## src/sv/dta_pkg.sv

```systemverilog
// Package for the descriptor table allocator: sizes, operation and status codes,
// sequencer states and the free-slot priority encoder.
// No dependencies.
package dta_pkg;

    localparam int MAX_FD    = 64;
    localparam int IDX_W     = $clog2(MAX_FD);
    localparam int HANDLE_W  = 32;
    localparam int COUNT_W   = 8;
    localparam int RES_IDX_W = 7;

    typedef logic [IDX_W-1:0]    t_slot;
    typedef logic [HANDLE_W-1:0] t_handle;
    typedef logic [COUNT_W-1:0]  t_count;

    typedef enum logic [2:0] {
        MODE_ALLOC = 3'd0,
        MODE_GET   = 3'd1,
        MODE_FREE  = 3'd2,
        MODE_DUP   = 3'd3,
        MODE_CLOSE = 3'd4,
        MODE_STD   = 3'd5
    } t_mode;

    typedef enum logic [1:0] {
        ST_OK    = 2'd0,
        ST_INVAL = 2'd1,
        ST_BADFD = 2'd2,
        ST_FULL  = 2'd3
    } t_status;

    typedef enum logic [2:0] {
        S_IDLE,
        S_EXEC,
        S_STD,
        S_RESP
    } t_state;

    localparam logic signed [7:0] DUP_ANY = -8'sd1;
    localparam logic [MAX_FD-1:0] RESERVED_SLOTS = MAX_FD'(7);
    localparam t_count COUNT_MAX = '1;

    typedef struct packed {
        logic  found;
        t_slot idx;
    } t_find;

    // Priority encoder: lowest clear bit of the used vector.
    function automatic t_find find_free(logic [MAX_FD-1:0] used);
        t_find r;
        r.found = 1'b0;
        r.idx   = '0;
        for (int i = MAX_FD - 1; i >= 0; i--) begin
            if (!used[i]) begin
                r.found = 1'b1;
                r.idx   = IDX_W'(i);
            end
        end
        return r;
    endfunction

    function automatic logic in_range(logic signed [7:0] v);
        return (v[7] == 1'b0) && ($unsigned(v) < 8'(MAX_FD));
    endfunction

    function automatic t_count count_up(t_count c, logic [1:0] n);
        logic [COUNT_W:0] s;
        s = {1'b0, c} + (COUNT_W + 1)'(n);
        return s[COUNT_W] ? COUNT_MAX : s[COUNT_W-1:0];
    endfunction

    function automatic t_count count_down(t_count c);
        return (c != '0) ? c - t_count'(1) : c;
    endfunction

endpackage

```

## src/sv/dta_if.sv

```systemverilog
// Request and response channel interfaces of the descriptor table allocator.
// Depends on dta_pkg.
interface dta_req_if import dta_pkg::*; ();
    logic              valid;
    logic              ready;
    logic [2:0]        mode;
    t_handle           handle;
    t_handle           second_handle;
    t_handle           third_handle;
    logic signed [7:0] slot_index;
    logic signed [7:0] target_index;

    modport source (output valid, mode, handle, second_handle, third_handle,
                    slot_index, target_index, input ready);
    modport sink   (input valid, mode, handle, second_handle, third_handle,
                    slot_index, target_index, output ready);
endinterface

interface dta_rsp_if import dta_pkg::*; ();
    logic                 valid;
    logic                 ready;
    logic [1:0]           status;
    logic [RES_IDX_W-1:0] result_index;
    t_handle              read_handle;
    t_count               open_total;

    modport source (output valid, status, result_index, read_handle, open_total,
                    input ready);
    modport sink   (input valid, status, result_index, read_handle, open_total,
                    output ready);
endinterface

```

## src/sv/descriptor_table_allocator_top.sv

```systemverilog
// Descriptor table allocator: request channel in, one response per request out.
// Depends on dta_pkg and dta_if (dta_req_if, dta_rsp_if).
//
// Usage:
//   i_req carries one operation (alloc, get, free, dup, close all, set standard);
//   o_rsp returns status, assigned descriptor, read handle and the open count.
//   Transactions complete on valid && ready.
// Timing:
//   The block handles one transaction at a time. The request cycle issues the
//   handle memory read, the next cycle evaluates and writes back, and for most
//   operations the response is shown the cycle after; set standard first writes
//   slots 1 and 2 in S_STD (one memory write port, three slots).
//   A new request is taken the cycle after the response is taken.
//   The lowest free slot comes from a priority encoder over per-slot valid bits.
// Reset:
//   Synchronous, active low; all slots read as empty (valid bits cleared at
//   once) and the open count is zero. No clearing pass.
// Stall:
//   While o_rsp.ready is low the response is held and no request is taken.
module descriptor_table_allocator_top import dta_pkg::*; (
    input  logic      i_clk,
    input  logic      i_rst_n,
    dta_req_if.sink   i_req,
    dta_rsp_if.source o_rsp
);

    t_state r_state, n_state;
    t_mode  r_mode, n_mode;
    t_handle r_h0, n_h0, r_h1, n_h1, r_h2, n_h2;
    logic signed [7:0] r_src, n_src, r_tgt, n_tgt;
    logic [1:0] r_step, n_step;
    logic [MAX_FD-1:0] r_valid, n_valid;
    t_count r_count, n_count;
    t_status r_status, n_status;
    logic [RES_IDX_W-1:0] r_idx, n_idx;
    t_handle r_rd, n_rd;

    t_handle r_mem [MAX_FD];
    t_handle r_rd_data;
    logic    we;
    t_slot   waddr;
    t_handle wdata;

    t_handle src_h;
    logic    src_ok;
    t_find   ff_alloc, ff_dup;
    t_slot   src_slot, tgt_slot, std_slot;
    t_handle std_h;
    logic    accept;

    assign accept   = i_req.valid && i_req.ready;
    assign src_slot = r_src[IDX_W-1:0];
    assign tgt_slot = r_tgt[IDX_W-1:0];
    assign src_ok   = in_range(r_src) && r_valid[src_slot];
    assign src_h    = src_ok ? r_rd_data : '0;
    assign ff_alloc = find_free(r_valid | RESERVED_SLOTS);
    assign ff_dup   = find_free(r_valid);
    assign std_slot = IDX_W'(r_step);
    assign std_h    = (r_step == 2'd1) ? r_h1 : r_h2;

    always_ff @(posedge i_clk) begin
        if (accept) begin
            r_rd_data <= r_mem[i_req.slot_index[IDX_W-1:0]];
        end
        if (we) begin
            r_mem[waddr] <= wdata;
        end
    end

    always_ff @(posedge i_clk) begin
        if (!i_rst_n) begin
            r_state <= S_IDLE;
            r_valid <= '0;
            r_count <= '0;
            r_step  <= '0;
        end else begin
            r_state <= n_state;
            r_valid <= n_valid;
            r_count <= n_count;
            r_step  <= n_step;
        end
        r_mode   <= n_mode;
        r_h0     <= n_h0;
        r_h1     <= n_h1;
        r_h2     <= n_h2;
        r_src    <= n_src;
        r_tgt    <= n_tgt;
        r_status <= n_status;
        r_idx    <= n_idx;
        r_rd     <= n_rd;
    end

    always_comb begin
        n_state  = r_state;
        n_mode   = r_mode;
        n_h0     = r_h0;
        n_h1     = r_h1;
        n_h2     = r_h2;
        n_src    = r_src;
        n_tgt    = r_tgt;
        n_step   = r_step;
        n_valid  = r_valid;
        n_count  = r_count;
        n_status = r_status;
        n_idx    = r_idx;
        n_rd     = r_rd;
        we       = 1'b0;
        waddr    = '0;
        wdata    = '0;
        i_req.ready = 1'b0;
        o_rsp.valid = 1'b0;
        case (r_state)
            S_IDLE: begin
                i_req.ready = 1'b1;
                if (i_req.valid) begin
                    n_mode  = t_mode'(i_req.mode);
                    n_h0    = i_req.handle;
                    n_h1    = i_req.second_handle;
                    n_h2    = i_req.third_handle;
                    n_src   = i_req.slot_index;
                    n_tgt   = i_req.target_index;
                    n_state = S_EXEC;
                end
            end
            S_EXEC: begin
                n_status = ST_OK;
                n_idx    = '0;
                n_rd     = '0;
                n_state  = S_RESP;
                case (r_mode)
                    MODE_ALLOC: begin
                        if (r_h0 == '0) begin
                            n_status = ST_INVAL;
                        end else if (!ff_alloc.found) begin
                            n_status = ST_FULL;
                        end else begin
                            we = 1'b1;
                            waddr = ff_alloc.idx;
                            wdata = r_h0;
                            n_valid[ff_alloc.idx] = 1'b1;
                            n_count = count_up(r_count, 2'd1);
                            n_idx = RES_IDX_W'(ff_alloc.idx);
                        end
                    end
                    MODE_GET: begin
                        n_rd = src_h;
                    end
                    MODE_FREE: begin
                        if (!src_ok) begin
                            n_status = ST_BADFD;
                        end else begin
                            n_valid[src_slot] = 1'b0;
                            n_count = count_down(r_count);
                        end
                    end
                    MODE_DUP: begin
                        if (!src_ok) begin
                            n_status = ST_BADFD;
                        end else if (in_range(r_tgt)) begin
                            we = 1'b1;
                            waddr = tgt_slot;
                            wdata = src_h;
                            n_valid[tgt_slot] = 1'b1;
                            n_count = count_up(r_valid[tgt_slot] ? count_down(r_count)
                                                                 : r_count, 2'd1);
                            n_idx = RES_IDX_W'(tgt_slot);
                        end else if (r_tgt == DUP_ANY && ff_dup.found) begin
                            we = 1'b1;
                            waddr = ff_dup.idx;
                            wdata = src_h;
                            n_valid[ff_dup.idx] = 1'b1;
                            n_count = count_up(r_count, 2'd1);
                            n_idx = RES_IDX_W'(ff_dup.idx);
                        end else begin
                            n_status = ST_FULL;
                        end
                    end
                    MODE_CLOSE: begin
                        n_valid = '0;
                        n_count = '0;
                    end
                    MODE_STD: begin
                        we = 1'b1;
                        waddr = '0;
                        wdata = r_h0;
                        n_valid[0] = (r_h0 != '0);
                        n_count = count_up(r_count, 2'd3);
                        n_step = 2'd1;
                        n_state = S_STD;
                    end
                    default: begin
                        n_status = ST_INVAL;
                    end
                endcase
            end
            S_STD: begin
                we = 1'b1;
                waddr = std_slot;
                wdata = std_h;
                n_valid[std_slot] = (std_h != '0);
                if (r_step == 2'd2) begin
                    n_step  = '0;
                    n_state = S_RESP;
                end else begin
                    n_step = r_step + 2'd1;
                end
            end
            S_RESP: begin
                o_rsp.valid = 1'b1;
                if (o_rsp.ready) begin
                    n_state = S_IDLE;
                end
            end
            default: begin
                n_state = S_IDLE;
            end
        endcase
    end

    assign o_rsp.status       = r_status;
    assign o_rsp.result_index = r_idx;
    assign o_rsp.read_handle  = r_rd;
    assign o_rsp.open_total   = r_count;

endmodule

```

## src/flat_wrapper.sv

```systemverilog
// flat-port wrapper written by rule: the top's interface ports become plain ports
module descriptor_table_allocator_top_flat import dta_pkg::*;
  (i_clk, i_rst_n, i_req_valid, i_req_mode, i_req_handle, i_req_second_handle, i_req_third_handle, i_req_slot_index, i_req_target_index, i_req_ready, o_rsp_valid, o_rsp_status, o_rsp_result_index, o_rsp_read_handle, o_rsp_open_total, o_rsp_ready);
  dta_req_if i_req_i ();
  dta_rsp_if o_rsp_i ();
  input  logic i_clk;
  input  logic i_rst_n;
  input wire logic [$bits(i_req_i.valid)-1:0] i_req_valid;
  input wire logic [$bits(i_req_i.mode)-1:0] i_req_mode;
  input wire logic [$bits(i_req_i.handle)-1:0] i_req_handle;
  input wire logic [$bits(i_req_i.second_handle)-1:0] i_req_second_handle;
  input wire logic [$bits(i_req_i.third_handle)-1:0] i_req_third_handle;
  input wire logic [$bits(i_req_i.slot_index)-1:0] i_req_slot_index;
  input wire logic [$bits(i_req_i.target_index)-1:0] i_req_target_index;
  output wire logic [$bits(i_req_i.ready)-1:0] i_req_ready;
  output wire logic [$bits(o_rsp_i.valid)-1:0] o_rsp_valid;
  output wire logic [$bits(o_rsp_i.status)-1:0] o_rsp_status;
  output wire logic [$bits(o_rsp_i.result_index)-1:0] o_rsp_result_index;
  output wire logic [$bits(o_rsp_i.read_handle)-1:0] o_rsp_read_handle;
  output wire logic [$bits(o_rsp_i.open_total)-1:0] o_rsp_open_total;
  input wire logic [$bits(o_rsp_i.ready)-1:0] o_rsp_ready;
  assign i_req_i.valid = i_req_valid;
  assign i_req_i.mode = i_req_mode;
  assign i_req_i.handle = i_req_handle;
  assign i_req_i.second_handle = i_req_second_handle;
  assign i_req_i.third_handle = i_req_third_handle;
  assign i_req_i.slot_index = i_req_slot_index;
  assign i_req_i.target_index = i_req_target_index;
  assign i_req_ready = i_req_i.ready;
  assign o_rsp_valid = o_rsp_i.valid;
  assign o_rsp_status = o_rsp_i.status;
  assign o_rsp_result_index = o_rsp_i.result_index;
  assign o_rsp_read_handle = o_rsp_i.read_handle;
  assign o_rsp_open_total = o_rsp_i.open_total;
  assign o_rsp_i.ready = o_rsp_ready;
  descriptor_table_allocator_top u_core (.i_clk(i_clk), .i_rst_n(i_rst_n), .i_req(i_req_i), .o_rsp(o_rsp_i));
endmodule
```

## config.mk

```make
export PLATFORM = sky130hd
export DESIGN_NAME = descriptor_table_allocator_top_flat
export DESIGN_NICKNAME = d
export VERILOG_FILES = /design/src/sv/dta_pkg.sv /design/src/sv/dta_if.sv /design/src/sv/descriptor_table_allocator_top.sv /design/src/flat_wrapper.sv
export SDC_FILE = /design/constraint.sdc
export NUM_CORES = 2
export LEC_CHECK = 0
export BUFFER_PORTS_ARGS = -buffer_cell sky130_fd_sc_hd__clkbuf_2
export CORE_MARGIN = 3
export CORE_UTILIZATION = 40
export CTS_BUF_LIST = sky130_fd_sc_hd__clkbuf_4
export DETAILED_ROUTE_END_ITERATION = 8
export PLACE_DENSITY = 0.65
export SLEW_MARGIN = 15
export SYNTH_ARGS = -nofsm -noshare
export SYNTH_HDL_FRONTEND = slang
export SYNTH_SLANG_ARGS = --single-unit
```

## constraint.sdc

```tcl
create_clock -name i_clk -period 11 [get_ports i_clk]
set_input_delay 1.65 -clock i_clk [delete_from_list [all_inputs] [get_ports i_clk]]
set_output_delay 1.65 -clock i_clk [all_outputs]
set_load 0.05 [all_outputs]
```

---- Word level (Yosys, flattened, before mapping) ----
Memory sizes are Yosys's and may differ from the RTL's. A register that Yosys moved wholly into a read port is not among the register bits.
Cells that the tools add are included.
Widths: inputs -> output; s select.
word-level totals
  register bits ........................... 233
  RAM bits ................................ 2048
  input bits .............................. 119
  output and inout port bits .............. 51
  logic and storage cells ................. 239
  memories ................................ 1
operators by class
  add/subtract/negate cells ............... 5
  magnitude comparators ................... 12
  eq/ne operators ......................... 27
  mux-type cells .......................... 148
  bitwise logic cells ..................... 7
  reduce and logical (&&, ||, !) cells .... 25
memory list
  memory        depth  width  read ports  clocked after Yosys merged registers in  wr ports  line                                  RTL
  u_core.r_mem  64     32     1           1                                        1         descriptor_table_allocator_top.sv:38  t_handle r_mem [MAX_FD];
operator list
  kind                 number
  $mux 7               67
  $mux 64              6
  $pmux 63 s4          1
  $mux 32              7
  $or 64x64->64        3
  $pmux 64 s2          1
  $pmux 32 s3          1
  $mux 8               11
  $and 64x64->64       1
  $bwmux 64            1
  $not 64->64          1
  $pmux 32 s2          1
  $reduce_bool 32->1   2
  $mux 6               7
  $pmux 8 s5           1
  $logic_not 32->1     1
  $lt 6x7->1 const B   4
  $demux 1 s6          4
  $ge 6x1->1 const B   4
  $pmux 6 s2           2
  $reduce_and 7->1     3
  $add 8x1->9 const B  2
  $mux 1               17
  $lt 8x7->1 const B   2
  39 further kinds     74

---- Longest topological paths before layout ----
  depth in word-level cells ............... 74
  mapped depth ............................ 20
  depth with buffers taken out ............ 16

---- Worst setup path after synthesis ----
Ideal clock, no wire load.
  path type ............................... flip-flop to flip-flop
  from .................................... register u_core.r_state[1]
  to ...................................... memory u_core.r_mem[27][0] (netlist name) (enable)
  setup time .............................. 0.502 ns
  arrival ................................. 6.035 ns
  required time ........................... 10.498 ns
  path slack .............................. 4.464 ns
  stages on the path, launching flop included .. 12
  path buffers ............................ 4
  clock period less this slack ............ 6.536 ns
  cell sequence ........................... dfxtp_1 > inv_1 > ha_1 > clkbuf_1 > nand2_1 > nor4_1 > a31o_2 > buf_2 > a41oi_1 > buf_2 > buf_2 > nor4_1
between the ends
  cells in the longest elaborated chain, start to end .. 4
  elaborated cells between the ends (all ways) .. 6
  classes of those cells .................. eq/ne: 2; mux: 4
ends and longest elaborated chain
  what                                      line                                   RTL
  from (decl)                               descriptor_table_allocator_top.sv:27   t_state r_state, n_state;
  from (signal assigned)                    descriptor_table_allocator_top.sv:77   r_state <= n_state;
  $eq 3x2->1 or $eq 3x1->1 (tied branches)  descriptor_table_allocator_top.sv:112  case (r_state)
  $pmux 1 s2                                descriptor_table_allocator_top.sv:112
  $mux 1                                    descriptor_table_allocator_top.sv:65   if (we) begin
  $mux 1 (not written as such)              descriptor_table_allocator_top.sv:66   r_mem[waddr] <= wdata;
  to (decl)                                 descriptor_table_allocator_top.sv:38
Several ways; a longest one is shown, not always the timed one.

---- Worst setup path in the final report ----
  from .................................... register u_core.r_src[0]
  to ...................................... memory u_core.r_mem[30][3] (netlist name) (enable)
between the ends
  cells in the longest elaborated chain, start to end .. 8
  elaborated cells between the ends (all ways) .. 13
  classes of those cells .................. order compare: 1; mux: 10; reduce/logical: 2
ends and longest elaborated chain
  what                                                               line                                                 RTL
  from (decl)                                                        descriptor_table_allocator_top.sv:30                 logic signed [7:0] r_src, n_src, r_tgt, n_tgt;
  from (signal assigned)                                             descriptor_table_allocator_top.sv:86                 r_src <= n_src;
  $bmux 1 s6 or $lt 8x7->1 (tied branches)                           descriptor_table_allocator_top.sv:54, dta_pkg.sv:63
  $mux 1 (not written as such) or $logic_and 1x1->1 (tied branches)  descriptor_table_allocator_top.sv:54, dta_pkg.sv:63
  $logic_and 1x1->1 (*)                                              descriptor_table_allocator_top.sv:54                 assign src_ok = in_range(r_src) && r_valid[src_slot];
  $mux 1                                                             descriptor_table_allocator_top.sv:157                if (!src_ok) begin
  $pmux 1 s3                                                         descriptor_table_allocator_top.sv:130                case (r_mode)
  $pmux 1 s2                                                         descriptor_table_allocator_top.sv:112
  $mux 1                                                             descriptor_table_allocator_top.sv:65
  $mux 1 (not written as such)                                       descriptor_table_allocator_top.sv:66
Mark *: on every way between the ends. The rest lies on a longest branch, timed or not. The select of a mux whose other input is x is not followed.

==> impl_metrics.toml <==
[clocking]
cts_tree = "done"
root_buffer = "clkbuf_4"
cts_resized = 0
cts_buffers = 600
cts_num_sinks = 2311
worstSkewPairLatency_ns = 1.40
cts_setup_buffers = 0
clock_tree.htree_level_count = 6
worst_setup_hold_path_clk_slew_ns = 0.06
cts_max_path_buffers = 4
cts_hold_buf = 0

[yosys]
ys_ff_latch = 2311
ys_top_cells_by_count = "edfxtp_1, mux4_2, clkbuf_1"
yosysWarnings = 0
seq_area_frac_synth = 0.726
yosys-top-cells-area = "edfxtp_1, mux4_2, dfxtp_1"
synth_top_cell_by_area = "edfxtp_1"
synthDistinctLibCells = 102
async_flop_share = 0
ys.flop_type = "edfxtp_1"
synth.top_cell.area_share = 0.710
synth_cells = 4829
syn_area_um2 = 94500
yosys.cell_count.top_type = "edfxtp_1"
avgSynthCellArea_um2 = 19.6
synth_edf_count = 2235
synth_nets = 4956

[power]
p_sw_mw = 6.02
fin_total_pwr_mw = 20.9
leakagePower_nw = 33.8
power_frac_seq = 0.507
power_frac_clock = 0.341
swShare = 0.288
power.internal_mw = 14.9
ir_drop_mv = 0.146
powerDensity_nw_per_um2 = 194
combPwrFrac = 0.152

[die]
die_area_um2 = 242000
core_region_area_um2 = 234000
die_w_um = 492
start_util = 0.404
row_count = 177
pin_count = 170
die_y_um = 492

[setup_path]
required_ns = 11.91
worstPathMaxFanout = 32
end_kind = "flip-flop"
worstSetupPathType = "reg2reg"
critPathLaunchType = "flip-flop"
worstPathArrival_ns = 7.52

[sta]
slew_violations = 0
min_period_ns = 6.61
worst_slew_pin_slew_ns = 1.37
setup_viol_count_final = 0
fin_crit_sh = 0.601
finalClockSkew_ns = 0.177
rsz0062_at_grt = "false"
relSlewSlack = 0.0827
hold_violations = 0
max_freq_mhz = 151
tns_ns = 0
hold_ws_ns = 0.453

[grt]
grt_pass1_wl_um = 396000
grt_pass1_vias = 53800
antenna_found_initial = 27
grtUsageTotal = 0.227
grt_max_degree = 120
overflow = 0

[routing]
drc = 0
drt_wl_total_um = 279000
vias_per_cell = 6.04
drt_iter0_markers = 7339
antenna_left = 0
vias = 54100
first_pass_iters = 9
wl_per_cell_um = 31.1

[layout]
multi_input_area_um2 = 25200
fillers = 19900
areaGrowthSynthToFinish_pct = 13.7
design_area_um2 = 107000
drive_above_1_share = 0.362
nets = 5581
regArea_um2 = 68600
final_core_util = 0.459

[placed_design]
dpl_cell_area_um2 = 100000
routabilityCongestion = 0.983
io_buffers = 168
dpl.hpwl_um = 166000

[run]
maxCapViolations = 0

[min_path]
hp-class = "in2reg"

[run_status]
outcome = "finished, final reports clean"
-- power by group through the flow --
| stage | logic (mW) | registers [mW] | clock network (mW) |
|---|---|---|---|
| 3_3_place_gp | 3.09 | 10.7 | 0 |
| 2_1_floorplan | 1.80 | 10.7 | 0 |
| 5_1_grt | 3.32 | 10.6 | 7.78 |
| 3_5_place_dp | 3.11 | 10.7 | 0 |
| 4_1_cts | 3.12 | 10.6 | 7.29 |
| 6_report | 3.18 | 10.6 | 7.12 |
-- cells in the final DEF (no fill, tap or decap), types with 10 or more instances in the layout --
cell type  netlist  final
a211o_1         18     18
a211oi_1        41     41
a21oi_1        169    168
a22o_1          34     34
a22oi_1         37     37
a31oi_1         17     17
a32oi_1         19     19
and2_1          45     44
buf_4            7    176
bufinv_16        0     10
clkbuf_2         3    163
clkbuf_4         0    843
clkinv_1         1     90
dfxtp_1         76     76
diode_2          0     16
edfxtp_1      2235   2235
inv_1           35     35
inv_2            2     15
mux2_2          41     41
mux2i_1         33     33
mux4_2         673    673
nand2_1        162    162
nand2b_1        19     19
nand3_1         50     50
nand3b_1        10     10
nand4_1         29     29
nor2_1         157    121
nor2_4           1     34
nor2b_1         49     16
nor2b_4          0     33
nor3_1          91     78
nor3_2           1     13
nor3b_1         13     10
nor4_1          50     29
nor4_2           4     22
o211ai_1        37     37
o21ai_0        113    112
o31ai_1         18     18
-- worst max-delay path, stage by stage (launching register included) --
cell and delay (ns):
edfxtp_1 1.13, mux4_1 0.66, mux2i_1 0.41, a211oi_1 0.20
o41ai_2 0.57, buf_4 0.29, nor4_1 0.08, a31o_2 0.22
buf_4 0.24, a41oi_2 0.26, buf_4 0.37, nand2_1 0.64
nor2_4 1.08
-- cells by family (layout without fill, tap and decap cells) --
family                   Yosys count  after routing  share of synthesized area
AND/OR/NAND/NOR                  741            741                     0.0405
buffers and inverters            367           1359                     0.0156
XOR/XNOR                          18             18                    0.00167
other                              1             17                  0.0000397
multiplexers                     749            749                      0.169
AO/OA/AOI/OAI                    634            634                     0.0457
adder cells (fa/ha/maj)            8              8                    0.00106
flip-flops                      2311           2311                      0.726
-- final cells by class --
| type | count | area share |
|---|---|---|
| diodes | 16 | 0.000373 |
| clock buffers | 843 | 0.0589 |
| clock inverters | 126 | 0.00717 |
| inverters | 38 | 0.00133 |
| multi-input cells | 2151 | 0.235 |
| flip-flops and latches | 2311 | 0.639 |
| well taps | 3132 | 0.0365 |
| repair buffers | 352 | 0.0222 |
-- per-stage QoR --
step           instances  worst slack, ns
2_1_floorplan       4829             4.46
3_5_place_dp        7983             4.53
3_3_place_gp        7982             4.58
4_1_cts             8952             4.52
5_1_grt             8960             4.34
6_report            8969             4.39
-- metal layers --
layer  GRT usage  up-vias  share of wire
li1            -    21900              -
met1       0.314    28300           0.40
met2       0.349     3449           0.47
met3      0.0593      541           0.11
met4      0.0801       10          0.032
met5           0        -        0.00027
-- flip-flops by register name (all words and copies together) (netlist names), 32 cells and up --
name / cells
u_core.r_h1: 32
u_core.r_rd_data: 32
u_core.r_h2: 32
u_core.r_h0: 32
u_core.o_rsp.read_handle: 32
u_core.r_mem: 2048
u_core.r_valid: 64
-- final timing paths --
check / start / to / slack, ns / depth (start not counted)
worst max-delay path: u_core.r_src[0] / u_core.r_mem[30][3] / 4.39 / 12
worst min register to register: u_core.r_valid[16] / u_core.r_valid[16] / 0.53 / 2
worst max register to register: u_core.r_src[0] / u_core.r_mem[30][3] / 4.39 / 12
worst min-delay path: i_req_second_handle[17] / u_core.r_h1[17] / 0.45 / 1
Note: power is estimated with default switching activity, not from simulation.
